File: src/rtl/core/cumulative_table_sampler_defines.svh
// Assertion macros for the cumulative table sampler.
// Each macro expects clk and rst_n in scope.
`ifndef CUMULATIVE_TABLE_SAMPLER_DEFINES_SVH
`define CUMULATIVE_TABLE_SAMPLER_DEFINES_SVH

// Same-cycle implication.
`define CTS_ASSERT_NOW(label, cond, cons, msg) \
    label: assert property (@(posedge clk) disable iff (!rst_n) (cond) |-> (cons)) \
        else $error(msg);

// Next-cycle implication.
`define CTS_ASSERT_NEXT(label, cond, cons, msg) \
    label: assert property (@(posedge clk) disable iff (!rst_n) (cond) |=> (cons)) \
        else $error(msg);

`endif

File: src/rtl/core/cts_pkg.sv
package cts_pkg;

    localparam int CTS_TABLE_DEPTH = 1024;

    localparam int LENGTH_W   = 11;
    localparam int WEIGHT_W   = 32;
    localparam int INDEX_W    = 10;
    localparam int VALUE_W    = 32;
    localparam int DRAW_W     = 31;
    localparam int BUCKET_W   = 10;
    localparam int PROD_W     = DRAW_W + WEIGHT_W;

    localparam int S_TDATA_W  = 80;
    localparam int M_TDATA_W  = 16;
    localparam int APB_ADDR_W = 3;
    localparam int APB_DATA_W = 32;

    // Register select is the word address, paddr[2]
    localparam logic REG_TABLE_LENGTH = 1'b0;
    localparam logic REG_TOTAL_WEIGHT = 1'b1;

    localparam logic REQ_LOAD   = 1'b0;
    localparam logic REQ_SAMPLE = 1'b1;

    // Control bits that travel with every pipeline slot
    typedef struct packed {
        logic valid;
        logic is_load;
        logic searching;
    } cts_tag_t;

endpackage

File: src/rtl/core/cts_scale.sv
module cts_scale
    import cts_pkg::*;
#(
    parameter int TABLE_DEPTH = CTS_TABLE_DEPTH,
    localparam int IDX_W = $clog2(TABLE_DEPTH)
)
(
    input  logic                clk,
    input  logic                rst_n,
    input  logic                en,
    input  logic                in_valid,
    input  logic                req_type,
    input  logic [INDEX_W-1:0]  entry_index,
    input  logic [VALUE_W-1:0]  entry_value,
    input  logic [DRAW_W-1:0]   draw,
    input  logic [WEIGHT_W-1:0] total_weight,
    input  logic [IDX_W-1:0]    last_index,
    output cts_tag_t            out_tag,
    output logic [VALUE_W-1:0]  out_word,
    output logic [IDX_W-1:0]    out_left,
    output logic [IDX_W-1:0]    out_right,
    output logic [IDX_W-1:0]    out_mid
);

    cts_tag_t            a_tag_reg, a_tag_next;
    logic [VALUE_W-1:0]  a_word_reg, a_word_next;
    logic [IDX_W-1:0]    a_idx_reg, a_idx_next;

    cts_tag_t            b_tag_reg, b_tag_next;
    logic [VALUE_W-1:0]  b_word_reg, b_word_next;
    logic [IDX_W-1:0]    b_left_reg, b_left_next;
    logic [IDX_W-1:0]    b_right_reg, b_right_next;
    logic [IDX_W-1:0]    b_mid_reg, b_mid_next;

    logic                in_range;
    logic [PROD_W-1:0]   prod;

    // Drop loads aimed past the table
    assign in_range = 32'(entry_index) < 32'(TABLE_DEPTH);

    always_comb
    begin
        a_tag_next.valid     = in_valid && (req_type == REQ_SAMPLE || in_range);
        a_tag_next.is_load   = (req_type == REQ_LOAD);
        a_tag_next.searching = 1'b0;
        a_word_next          = (req_type == REQ_LOAD) ? entry_value : VALUE_W'(draw);
        a_idx_next           = IDX_W'(entry_index);
    end

    assign prod = PROD_W'(a_word_reg[DRAW_W-1:0]) * PROD_W'(total_weight);

    always_comb
    begin
        b_tag_next.valid     = a_tag_reg.valid;
        b_tag_next.is_load   = a_tag_reg.is_load;
        // Only real samples search; bubbles pass through untouched
        b_tag_next.searching = a_tag_reg.valid && !a_tag_reg.is_load &&
                               (last_index > IDX_W'(1));
        b_word_next          = a_tag_reg.is_load ? a_word_reg : prod[PROD_W-1:DRAW_W];
        b_left_next          = a_tag_reg.is_load ? a_idx_reg : '0;
        b_right_next         = last_index;
        b_mid_next           = last_index >> 1;
    end

    always_ff @(posedge clk or negedge rst_n)
    begin
        if (!rst_n)
        begin
            a_tag_reg <= '0;
            b_tag_reg <= '0;
        end
        else if (en)
        begin
            a_tag_reg <= a_tag_next;
            b_tag_reg <= b_tag_next;
        end
    end

    always_ff @(posedge clk)
    begin
        if (en)
        begin
            a_word_reg  <= a_word_next;
            a_idx_reg   <= a_idx_next;
            b_word_reg  <= b_word_next;
            b_left_reg  <= b_left_next;
            b_right_reg <= b_right_next;
            b_mid_reg   <= b_mid_next;
        end
    end

    assign out_tag   = b_tag_reg;
    assign out_word  = b_word_reg;
    assign out_left  = b_left_reg;
    assign out_right = b_right_reg;
    assign out_mid   = b_mid_reg;

endmodule

File: config.mk
export PLATFORM = sky130hd
export DESIGN_NAME = cts_scale
export DESIGN_NICKNAME = d
export VERILOG_FILES = /design/src/rtl/core/cumulative_table_sampler_defines.svh /design/src/rtl/core/cts_pkg.sv /design/src/rtl/core/cts_scale.sv
export SDC_FILE = /design/constraint.sdc
export NUM_CORES = 2
export LEC_CHECK = 0
export ABC_CLOCK_PERIOD_IN_PS = 11600
export BUFFER_PORTS_ARGS = -buffer_cell sky130_fd_sc_hd__buf_2
export CORE_MARGIN = 2
export CORE_UTILIZATION = 45
export DETAILED_ROUTE_END_ITERATION = 10
export GPL_TIMING_DRIVEN = 0
export PLACE_DENSITY = 0.58
export SETUP_SLACK_MARGIN = 0.3
export SLEW_MARGIN = 20
export SYNTH_ARGS = -nofsm -noshare
export SYNTH_HDL_FRONTEND = slang
export SYNTH_SLANG_ARGS = --single-unit
export TNS_END_PERCENT = 1
File: constraint.sdc
create_clock -name clk -period 11.6 [get_ports clk]
set_input_delay 2.32 -clock clk [delete_from_list [all_inputs] [get_ports clk]]
set_output_delay 2.32 -clock clk [all_outputs]
set_load 0.02 [all_outputs]
Word level (Yosys, flattened, before mapping)
Index checks and enable logic that the tools add are counted.
{"block": "totals", "reg_bits": 108, "inputBits": 120, "output_inout_bits": 65, "elab_cells": 20}
{"block": "op_classes", "n_mul": 1, "magnitude_cmp": 1, "mux": 2, "bitwise": 1, "reduce_logical": 3}
{"operator": "$mul 31x32->63", "count": 1}
{"operator": "$mux 32", "count": 1}
{"operator": "$mux 31", "count": 1}
{"operator": "$gt 10x1->1 const B", "count": 1}
{"operator": "$logic_and 1x1->1", "count": 2}
{"operator": "$logic_not 1->1", "count": 1}
{"operator": "$not 1->1", "count": 1}

Depth between registers and ports, before layout
{"block": "logic_depth", "ltp_word": 3, "ltp_mapped": 27, "mapped_depth_nobuf": 26}

Least setup slack after synthesis
OpenSTA, ideal clock, no wires.
{"block": "synth_path", "path_kind": "input -> register", "start": "input port total_weight[9]", "end": "register b_word_reg[24], in the netlist out_word[24] (data pin)", "setup_time_ns": 0.270, "arrival_time_ns": 9.039, "required_time_ns": 11.330, "path_slack_ns": 2.292, "cell_stages": 25, "path_buffers": 1, "path_cell_list": "clkbuf_1 -> and2_1 -> fa_1 -> inv_1 -> fa_1 -> inv_1 -> fa_1 -> inv_1 -> fa_1 -> inv_1 -> fa_1 -> fa_1 -> fa_1 -> fa_1 -> ha_1 -> a21oi_1 -> o21ai_1 -> or4_4 -> o21ai_2 -> o21ba_2 -> a21boi_2 -> o21bai_1 -> a31oi_2 -> a2111oi_2 -> o41ai_2"}
{"block": "synth_via", "elab_chain_cells": 2}
{"element": "start: declaration", "line_no": "cts_scale.sv:16", "source": "input logic [WEIGHT_W-1:0] total_weight,"}
{"element": "$mul 31x32->63", "line_no": "cts_scale.sv:50", "source": "assign prod = PROD_W'(a_word_reg[DRAW_W-1:0]) * PROD_W'(total_weight);"}
{"element": "$mux 32", "line_no": "cts_scale.sv:59", "source": "b_word_next = a_tag_reg.is_load ? a_word_reg : prod[PROD_W-1:DRAW_W];"}
{"element": "named net b_word_next[24]", "line_no": "cts_scale.sv:30", "source": "logic [VALUE_W-1:0] b_word_reg, b_word_next;"}
{"element": "end signal: assignment", "line_no": "cts_scale.sv:85", "source": "b_word_reg <= b_word_next;"}
{"element": "end: declaration", "line_no": "cts_scale.sv:30"}
The timed path passes the listed nets, and every way through them passes these cells.
A chain may end at the register's enable or synchronous reset.

Final worst setup path
{"block": "layout_path", "start": "input port total_weight[9]", "end": "register b_word_reg[30], in the netlist out_word[30] (data pin)"}
Same word-level chain as after synthesis.

==> metrics.txt <==
status finished clean; Pre-antenna DRT Iters 5; vias about 27,000; Final Non-Filler Cells 4,970; First DRT Iteration DRCs ~2,300; Hold Fails Final Rpt 0; ys flop type edfxtp_1; CP Class in -> reg; Yosys reg bits 99; Core ar. roughly 0.078 sq mm; largest net degree at the start of global routing 80; pins over their slew limit 0; number of cells on the critical path 26; Crit path buffers/inverters 7; CTS tree yes; worst hold path class reg -> reg; RePlAce Congestion 0.995; dominant cell type by area after synthesis fa_1; layout cells sized above 1 7.11%; Placed Cells 4,947; vias in the first global route approximately 29,000; GR Overflow Total 0; Residual DRC 0; Cell Rows between 100 and 150; CP dominant cell by count fa_1; worst hold stages 1; Max Clock Freq roughly 90 MHz; Ports about 190; top cell type's share of synthesized area ~50%; IO buf count 182; ranking of synthesized cells by area fa_1, and2_1, ha_1, inv_1, edfxtp_1; P&R area growth vs syn 7.49%; Post-DRT Antenna Nets 0; Yosys warning count 0; delay-heaviest family, CP adder cells; Die W about 280 um; RSZ-0062 raised after global routing no; Clock H-tree levels 3; first-pass GRT wire length 195,000 um; worst skew pair latency a little over 0.4 ns; dpl ws about 0.14 ns; die area about 0.081 sq mm; Die Span Y 285 um; Final #Nets a little over 5,000; Via density ~5.4; final setup fails 0; hold buffer count at cts 0; Cells after Synth between 3,000 and 4,000; Initial Util 45.6%; Clock Tree Buf Depth 2; Post-synth top cells fa_1, inv_1, nand2_1; worst setup margin 0.451 ns; Max FO, Critical Path 10; Critical Path Max Stage Delay around 0.74 ns; data required time of the critical path approximately 12 ns; post-DP HPWL between 100,000 and 150,000 um; most numerous cell in the Yosys netlist fa_1; fin crit share between 90% and 100%; CTS Sinks 99; EDFF count, synth 94; fillers roughly 7,500; async set-reset flop share out of synthesis under 10%; Tightest Pin Transition between 1 and 1.5 ns; sequential-to-total area share from yosys stat just over 8%; depth of the worst register-to-register path 26; final setup skew approximately 0.037 ns; Clock transition at path regs 0.09 ns; Rel. slew slack between 10 and 15%; number of CTS-inserted buffers 9; Yosys cell types 65; initial antenna violation count 13; final WL ~130,000 um; Max Cap Violations 0; Setup Fix Bufs, Post-CTS 0; syn_area_per_cell around 9.5 sq um; Critical Path Slowest Stage Cell clkbuf_1; fin crit period 11.15 ns; crit path DAT between 10 and 15 ns; crit path launch type input pin; WL/cell between 20 and 30 um; crit end category flip-flop; Synthesized Nets 4,960; CTS root buffer clkbuf_16; Post-CTS Resized 0; GRT Total Usage between 30% and 40%; Netlist Area Pre-Place ~0.035 sq mm
-- layout by cell type (no fill, tap or decap), types with 12 or more instances in the layout --
cell,count
fa_1,865
inv_1,793
nand2_1,542
and2_1,532
ha_1,253
clkbuf_1,198
buf_2,181
edfxtp_1,94
a21oi_1,65
o21ai_0,52
mux2_2,36
nor2_1,30
nand3_1,23
a21o_1,19
clkbuf_2,17
nand4_1,17
xnor2_1,16
xor2_1,14
nor3_1,12
o21bai_1,12
-- logic make-up (layout without fill, tap and decap cells) --
| kind of cell | after synthesis | in the layout | synth area share, % |
|---|---|---|---|
| AOI/OAI and AO/OA | 217 | 217 | 3.99 |
| muxes | 37 | 37 | 1.17 |
| adders and majority gates | 1118 | 1118 | 57.8 |
| xor gates and xnor gates | 30 | 30 | 0.741 |
| and+or+nand+nor | 1196 | 1196 | 17.0 |
| buffers and inverters | 1024 | 1225 | 11.0 |
| other | 1 | 8 | 0.0106 |
| DFF | 99 | 99 | 8.32 |
-- worst register-to-register path, cell delays in order (launching register included) --
cell and delay, ns:
edfxtp_1 0.82, clkbuf_1 1.02, and2_1 0.30, fa_1 0.47, fa_1 0.54, inv_1 0.05
fa_1 0.47, fa_1 0.51, inv_1 0.05, fa_1 0.66, fa_1 0.47, fa_1 0.51
inv_1 0.05, fa_1 0.49, inv_1 0.05, ha_1 0.26, clkbuf_1 0.38, nand4_1 0.21
nor4_1 0.36, nand3_1 0.35, a2111oi_1 0.46, clkdlybuf4s18_2 0.36, or3_1 0.32, a311o_1 0.29
o21ai_1 0.14, xnor2_1 0.17, mux2_2 0.27
-- metal layers --
layer  up-vias  GRT usage [%]  share of wire, %
met5         -              0                 0
met4         0           22.7               8.4
met3       382           7.30               8.7
met2      1349           53.7                46
met1     13900           41.7                37
li1      11400              -                 -
-- layout make-up --
type	count	area (sq um)	share of cell area, %
Clock inverter	7	105	0.276
Tap cell	1040	1300	3.42
Buffer	230	936	2.46
Timing Repair Buffer	185	975	2.56
Inverter	794	2980	7.82
Sequential cell	99	2950	7.74
Antenna cell	7	17.5	0.0460
Clock buffer	9	225	0.591
Multi-Input combinational cell	2599	28600	75.1
-- through the flow --
| stage | util [%] | TNS, ns | hold WS (ns) | cell area, sq um |
|---|---|---|---|---|
| final | 49.0 | 0 | 0.510 | 38100 |
| after global routing | 49.0 | 0 | 0.528 | 38100 |
| after CTS | 49.0 | 0 | 0.513 | 38100 |
| after detailed placement | 48.5 | 0 | 0.494 | 37700 |
| after floorplan | - | 0 | 0.498 | 35400 |
| after global placement | 48.4 | -1.87 | 0.491 | 37600 |
-- path summary, 6_finish.rpt --
kind	startpoint	to	slack, ns
min reg2reg	out_tag[1]$_DFFE_PN0P_	out_tag[1]$_DFFE_PN0P_	0.51
max in group asynchronous	rst_n	a_tag_reg[2]$_DFFE_PN0P_	9.73
min in group asynchronous	rst_n	out_tag[2]$_DFFE_PN0P_	1.72
max	total_weight[9]	out_word[30]$_DFFE_PP_	0.45
max reg2reg	a_word_reg[14]$_DFFE_PP_	out_word[30]$_DFFE_PP_	1.35
min	out_tag[1]$_DFFE_PN0P_	out_tag[1]$_DFFE_PN0P_	0.51
Power is left out: the tool's default activity adds up to more than one toggle a clock period on the data nets, which glitch-free logic cannot reach.
