==> config.mk <==
export PLATFORM = sky130hd
export DESIGN_NAME = cts_outbuf
export DESIGN_NICKNAME = d
export VERILOG_FILES = /design/src/rtl/core/cumulative_table_sampler_defines.svh /design/src/rtl/core/cts_pkg.sv /design/src/rtl/core/cts_outbuf.sv
export SDC_FILE = /design/constraint.sdc
export NUM_CORES = 1
export LEC_CHECK = 0
export ABC_AREA = 1
export BUFFER_PORTS_ARGS = -buffer_cell sky130_fd_sc_hd__buf_4
export CORE_ASPECT_RATIO = 0.7
export CORE_MARGIN = 2
export CORE_UTILIZATION = 39
export CTS_BUF_LIST = sky130_fd_sc_hd__clkbuf_4
export DETAILED_ROUTE_END_ITERATION = 12
export MAX_ROUTING_LAYER = met4
export PLACE_DENSITY = 0.63
export SYNTH_ARGS = -nofsm -noshare
export SYNTH_HDL_FRONTEND = slang
export SYNTH_SLANG_ARGS = --single-unit
export TNS_END_PERCENT = 10
==> constraint.sdc <==
create_clock -name clk -period 1.4 [get_ports clk]
set_input_delay 0.42 -clock clk [delete_from_list [all_inputs] [get_ports clk]]
set_output_delay 0.42 -clock clk [all_outputs]
set_load 0.02 [all_outputs]
==> src/rtl/core/cumulative_table_sampler_defines.svh <==
// Assertion macros for the cumulative table sampler.
// Each macro expects clk and rst_n in scope.
`ifndef CUMULATIVE_TABLE_SAMPLER_DEFINES_SVH
`define CUMULATIVE_TABLE_SAMPLER_DEFINES_SVH

// Same-cycle implication.
`define CTS_ASSERT_NOW(label, cond, cons, msg) \
    label: assert property (@(posedge clk) disable iff (!rst_n) (cond) |-> (cons)) \
        else $error(msg);

// Next-cycle implication.
`define CTS_ASSERT_NEXT(label, cond, cons, msg) \
    label: assert property (@(posedge clk) disable iff (!rst_n) (cond) |=> (cons)) \
        else $error(msg);

`endif

==> src/rtl/core/cts_pkg.sv <==
package cts_pkg;

    localparam int CTS_TABLE_DEPTH = 1024;

    localparam int LENGTH_W   = 11;
    localparam int WEIGHT_W   = 32;
    localparam int INDEX_W    = 10;
    localparam int VALUE_W    = 32;
    localparam int DRAW_W     = 31;
    localparam int BUCKET_W   = 10;
    localparam int PROD_W     = DRAW_W + WEIGHT_W;

    localparam int S_TDATA_W  = 80;
    localparam int M_TDATA_W  = 16;
    localparam int APB_ADDR_W = 3;
    localparam int APB_DATA_W = 32;

    // Register select is the word address, paddr[2]
    localparam logic REG_TABLE_LENGTH = 1'b0;
    localparam logic REG_TOTAL_WEIGHT = 1'b1;

    localparam logic REQ_LOAD   = 1'b0;
    localparam logic REQ_SAMPLE = 1'b1;

    // Control bits that travel with every pipeline slot
    typedef struct packed {
        logic valid;
        logic is_load;
        logic searching;
    } cts_tag_t;

endpackage

==> src/rtl/core/cts_outbuf.sv <==
module cts_outbuf
    import cts_pkg::*;
(
    input  logic                clk,
    input  logic                rst_n,
    input  logic                push,
    input  logic [BUCKET_W-1:0] push_data,
    input  logic                pop,
    output logic                out_valid,
    output logic [BUCKET_W-1:0] out_data,
    output logic                full
);

    logic [BUCKET_W-1:0] slot_reg [2];
    logic                wr_ptr_reg, wr_ptr_next;
    logic                rd_ptr_reg, rd_ptr_next;
    logic [1:0]          cnt_reg, cnt_next;

    always_comb
    begin
        wr_ptr_next = push ? !wr_ptr_reg : wr_ptr_reg;
        rd_ptr_next = pop ? !rd_ptr_reg : rd_ptr_reg;
        cnt_next    = cnt_reg + 2'(push) - 2'(pop);
    end

    always_ff @(posedge clk or negedge rst_n)
    begin
        if (!rst_n)
        begin
            wr_ptr_reg <= 1'b0;
            rd_ptr_reg <= 1'b0;
            cnt_reg    <= 2'd0;
        end
        else
        begin
            wr_ptr_reg <= wr_ptr_next;
            rd_ptr_reg <= rd_ptr_next;
            cnt_reg    <= cnt_next;
        end
    end

    always_ff @(posedge clk)
    begin
        if (push)
        begin
            slot_reg[wr_ptr_reg] <= push_data;
        end
    end

    assign out_valid = (cnt_reg != 2'd0);
    assign out_data  = slot_reg[rd_ptr_reg];
    assign full      = (cnt_reg == 2'd2);

endmodule

After elaboration in Yosys (flattened, before gate mapping)
Memory sizes are Yosys's and may differ from the RTL's.
Index checks and enable logic that the tools add are counted.

storage, ports and cells
  output and inout bits = 12
  bits in writable memories = 20
  logic and storage cells = 12
  register bits after elaboration = 4
  input port bits = 14
  memories = 1

memory list
  name      words  width  rd ports  clocked after Yosys merged registers in  write ports  RTL line          RTL
  slot_reg  2      10     1         0                                        1            cts_outbuf.sv:14  logic [BUCKET_W-1:0] slot_reg [2];

operators by class
  multiplexer cells = 2
  equality and inequality tests = 1
  reductions and logical operators = 3
  add/subtract/negate cells = 2

operator list
  kind                                        number
  adder 2 x 1 -> 2 bit                        1
  equality test 2 bit, second input constant  1
  logical NOT 1 bit                           2
  2-to-1 mux 1 bit                            2
  nonzero test 2 bit                          1
  subtractor 2 x 1 -> 2 bit                   1

Longest topological paths before layout
  word-level depth = 2
  gate-level depth with buffers = 7
  gate-level depth less buffers = 7

Worst setup path before layout
OpenSTA, ideal clock, no wires.

  path type = input to register
  start = input push
  end = memory slot_reg[0][0] (enable)
  buffers on the path = 0
  data required time = 1.024 ns
  data arrival time = 0.892 ns
  library setup time = 0.376 ns
  cell stages on the path = 2
  setup slack = 0.132 ns
  cells stage by stage = inv_1 -> nor2_1

between the ends
  word-level cells in the longest chain between the ends = 2

ends and longest elaborated chain
  what                                    RTL line          RTL
  start, declared                         cts_outbuf.sv:6   input logic push,
  2-to-1 mux 1 bit                        cts_outbuf.sv:44  if (push)
  2-to-1 mux 1 bit (not written as such)  cts_outbuf.sv:46  slot_reg[wr_ptr_reg] <= push_data;
  end, declared                           cts_outbuf.sv:14

No other way between the ends.

Worst setup path in the final report
  start = register rd_ptr_reg
  end = output out_data[5]

between the ends
  word-level cells in the longest chain between the ends = 1

ends and longest elaborated chain
  what                      RTL line          RTL
  start, declared           cts_outbuf.sv:16  logic rd_ptr_reg, rd_ptr_next;
  start signal, assigned    cts_outbuf.sv:37  rd_ptr_reg <= rd_ptr_next;
  memory read (2 x 10 bit)  --
  end, declared             cts_outbuf.sv:10  output logic [BUCKET_W-1:0] out_data,

No other way between the ends.

==> impl_metrics.prom <==
# TYPE chip_impl_metric gauge
chip_impl_info{name="run_status",value="finished with violations"} 1
chip_impl_info{name="violations",value="setup timing"} 1
chip_impl_metric{name="grt_max_degree",unit=""} 15
chip_impl_metric{name="post_synth_instance_area",unit="sq um"} 993
chip_impl_metric{name="synthesized_area_fraction_occupied_by_ao_oa_aoi_and_oai_cells",unit="%"} 8.82
chip_impl_info{name="critical_path.cell_chain",value="buf_8 > o21ai_2 > buf_6"} 1
chip_impl_metric{name="largest_register_ffs",unit=""} 20
chip_impl_metric{name="worst-r2r-cell-count",unit=""} 6
chip_impl_metric{name="numPortBuffers",unit=""} 25
chip_impl_info{name="critPathSlowestCell",value="dfrtp_2"} 1
chip_impl_info{name="crit_path_start_kind",value="flip-flop"} 1
chip_impl_metric{name="postRouteAntennaNets",unit=""} 0
chip_impl_metric{name="minimum_period_implied_by_the_final_worst_setup_slack",unit="ns"} 1.64
chip_impl_metric{name="final_max_slew_viol_count",unit=""} 0
chip_impl_metric{name="timing.max_cap.violations",unit=""} 0
chip_impl_metric{name="fmax",unit="GHz"} 0.608
chip_impl_metric{name="io-pin-count",unit=""} 26
chip_impl_info{name="critical_path.reg2reg.startpoint",value="cnt_reg[0]$_DFF_PN0_"} 1
chip_impl_metric{name="synth-simple-area-share",unit="%"} 7.68
chip_impl_info{name="synth_top_family_by_area",value="compound AO/OA/AOI/OAI gates"} 1
chip_impl_metric{name="cts_clk_pin_slew_worst_paths",unit="ns"} 0.12
chip_impl_metric{name="worstMarginPinSlew",unit="ns"} 0.421
chip_impl_metric{name="sequential_cell_area",unit="sq um"} 702
chip_impl_metric{name="vias_after_detailed_routing",unit=""} 655
chip_impl_metric{name="wl_per_cell",unit="microns"} 12.2
chip_impl_metric{name="area_inside_the_core_boundary",unit="sq um"} 2440
chip_impl_metric{name="detail_route.drc_violations",unit=""} 0
chip_impl_metric{name="max_transition_margin",unit="%"} 71.9
chip_impl_metric{name="cts-buffers-inserted",unit=""} 3
chip_impl_metric{name="start_util",unit="%"} 40.7
chip_impl_metric{name="floorplan.die.height",unit="microns"} 46.2
chip_impl_metric{name="final_cell_area",unit="sq um"} 1440
chip_impl_metric{name="vdd_drop_max",unit="mV"} 1.13
chip_impl_info{name="synth.top_cells.by_area",value="edfxtp_1 60%, dfrtp_1 10%, o21ai_2 8.8%"} 1
chip_impl_metric{name="synth_top_area_share",unit="%"} 60.5
chip_impl_metric{name="worstPathArrival",unit="ns"} 1.22
chip_impl_metric{name="placer_congestion_estimate",unit=""} 0.745
chip_impl_metric{name="yosysUniqueCellTypes",unit=""} 10
chip_impl_metric{name="insertion_delay",unit="ns"} 0.31
chip_impl_metric{name="post_synth_xor_area_fraction",unit="%"} 1.76
chip_impl_metric{name="fin_worst_skew",unit="ns"} 0.00349
chip_impl_metric{name="synth_cells",unit=""} 77
chip_impl_info{name="hold_path_startpoint",value="push_data[0]"} 1
chip_impl_metric{name="post_drt_via_cell_ratio",unit=""} 4.52
chip_impl_metric{name="yosysSeqAreaShare",unit="%"} 70.5
chip_impl_metric{name="grt_pass1_vias",unit=""} 589
chip_impl_info{name="type_of_element_capturing_the_critical_path",value="output pin"} 1
chip_impl_info{name="synth_area_leader_cell",value="edfxtp_1"} 1
chip_impl_metric{name="post_synth.cell_area_avg",unit="sq um"} 12.9
chip_impl_metric{name="critical_path.max_fanout",unit=""} 6
chip_impl_metric{name="cts_max_level",unit=""} 1
chip_impl_metric{name="dpl_cell_area",unit="sq um"} 1220
chip_impl_info{name="grt_setup_unrepaired",value="true"} 1
chip_impl_metric{name="adder_cell_area_share_of_the_yosys_netlist",unit="%"} 2.52
chip_impl_metric{name="clk_path_buf_depth",unit=""} 2
chip_impl_metric{name="ys.warnings.count",unit=""} 0
chip_impl_info{name="crit_path_start",value="rd_ptr_reg$_DFFE_PN0P_"} 1
chip_impl_metric{name="num-nets-final",unit=""} 128
chip_impl_metric{name="critical-path-max-stage-delay",unit="ns"} 0.48
chip_impl_metric{name="multiInputGateArea",unit="sq um"} 272
chip_impl_metric{name="cp_num_cells",unit=""} 3
chip_impl_info{name="min-delay-path-class",value="in -> reg"} 1
chip_impl_metric{name="die_w",unit="microns"} 64.3
chip_impl_metric{name="synthesized_flop_and_latch_total",unit=""} 24
chip_impl_metric{name="clkSinkCount",unit=""} 24
chip_impl_metric{name="drtIter0Drc",unit=""} 10
chip_impl_metric{name="antenna-diode-count",unit=""} 0
chip_impl_metric{name="setup_violations",unit=""} 10
chip_impl_metric{name="floorplan.rows",unit=""} 15
chip_impl_metric{name="finalHoldWorstSlack",unit="ns"} 0.286
chip_impl_metric{name="postSynthNetCount",unit=""} 93
chip_impl_metric{name="grt_antenna_before_repair",unit=""} 0
chip_impl_metric{name="power_per_cell_area",unit="nW/um^2"} 2130
chip_impl_metric{name="track_usage",unit="%"} 12.3
chip_impl_metric{name="worst_hold_path.num_cells",unit=""} 1
chip_impl_metric{name="dpl.hpwl",unit="microns"} 1100
chip_impl_metric{name="synth_mux_area_share",unit="%"} 0
chip_impl_metric{name="final_layout_size_suffix_gt1_share",unit="%"} 49.5
chip_impl_metric{name="timing.critical_path.required",unit="ns"} 0.98
chip_impl_metric{name="report.final.hold_viol_count",unit=""} 0
chip_impl_info{name="crit_family",value="flip-flops"} 1
chip_impl_info{name="timing.setup.critical_path_class",value="reg -> out"} 1
chip_impl_metric{name="totalWireLength",unit="microns"} 1780
chip_impl_metric{name="area.growth.synth_to_final",unit="%"} 44.8
chip_impl_metric{name="timing.critical_path.buf_inv",unit=""} 2
chip_impl_metric{name="leakage",unit="nW"} 0.638
chip_impl_metric{name="first_pass_grt_wire_length",unit="microns"} 2470
chip_impl_metric{name="dieArea",unit="sq um"} 2970
chip_impl_metric{name="drt_pass1_iterations",unit=""} 2
chip_impl_metric{name="postLayoutSetupSlackWorst",unit="ns"} -0.244
chip_impl_info{name="tritoncts",value="built"} 1
chip_impl_info{name="root_buffer",value="clkbuf_4"} 1
chip_impl_metric{name="globalRoute.totalOverflow",unit=""} 0
chip_impl_metric{name="layout_worst_path_cycle_share",unit="%"} 117
chip_impl_metric{name="fillCellCount",unit=""} 202
==> cells by family after synthesis <==
| logic type | after synthesis |
|---|---|
| flops | 24 |
| simple gates | 20 |
| buf+inv | 19 |
| compound gates | 10 |
| xor+xnor | 2 |
| fa+ha+maj | 2 |
==> routing by layer <==
| layer | wire [microns] | GRT usage [%] |
|---|---|---|
| met1 | 721 | 13.2 |
| met2 | 973 | 22.1 |
| met3 | 66 | 5.13 |
| met5 | 0 | - |
| met4 | 14 | 2.55 |
==> layout make-up <==
cell class	instances	area share (%)
sequential	24	48.8
timing repair buffer	32	21.3
multi-input combinational	34	18.9
inverter	17	4.43
tap	34	2.96
clock inverter	1	2.09
clock buffer	3	1.57
==> synth_stat cells <==
cell type and number:
edfxtp_1 20, inv_1 17, nand2_1 17, o21ai_2 10, dfrtp_1 4, buf_6 2
ha_1 2, nor2_1 2, xor2_1 2, nand3_1 1
==> worst register-to-register path: cells and delay by family, from the launching register on <==
family	cells	cell delay [ns]
fa+ha+maj	2	0.47
buf+inv	2	0.10
flops	1	0.40
simple gates	2	0.14
==> metrics by stage <==
step / utilization (%) / TNS [ns] / instances / setup WS, ns / power [mW]
final: 59.0 / -2.18 / 145 / -0.244 / 3.07
after global routing: 59.0 / -2.74 / 145 / -0.275 / 3.24
after CTS: 53.8 / -1.89 / 142 / -0.199 / 2.75
after detailed placement: 50.2 / 0 / 137 / 0.0830 / 2.17
after global placement: 50.2 / 0 / 137 / 0.121 / 2.15
after floorplan: - / 0 / 77 / 0.132 / 1.78
==> path summary, 6_finish.rpt <==
kind | endpoint | slack (ns)
hold / removal | slot_reg[0][0]$_DFFE_PP_ | 0.29
min in group asynchronous | cnt_reg[0]$_DFF_PN0_ | 0.45
max in group asynchronous | rd_ptr_reg$_DFFE_PN0P_ | 0.83
hold reg to reg | wr_ptr_reg$_DFFE_PN0P_ | 0.50
setup / recovery | out_data[5] | -0.24
setup reg to reg | cnt_reg[1]$_DFF_PN0_ | 0.20
==> cell usage in the layout, fill, tap and decap left out, drive strengths merged <==
| master | count |
|---|---|
| buf | 31 |
| bufinv | 1 |
| clkbuf | 3 |
| dfrtp | 4 |
| dlygate4sd3 | 1 |
| edfxtp | 20 |
| ha | 2 |
| inv | 17 |
| nand2 | 17 |
| nand3 | 1 |
| nor2 | 2 |
| o21ai | 10 |
| xor2 | 2 |
==> power by group <==
group	internal (mW)	total (mW)	switching, mW
Combinational	0.717	1.52	0.802
Clock	0.289	0.484	0.195
Sequential	0.969	1.07	0.0991
==> repair_timing <==
action / in CTS / in global routing
hold buffers: 1 / 0
setup endpoints to repair: 12 / 12
gates cloned: 0 / 2
hold endpoints to repair: 4 / 0
resized for setup: 9 / 29
buffers inserted: 0 / 1
pin swaps: 1 / 10
(Power assumes the default switching activity.)
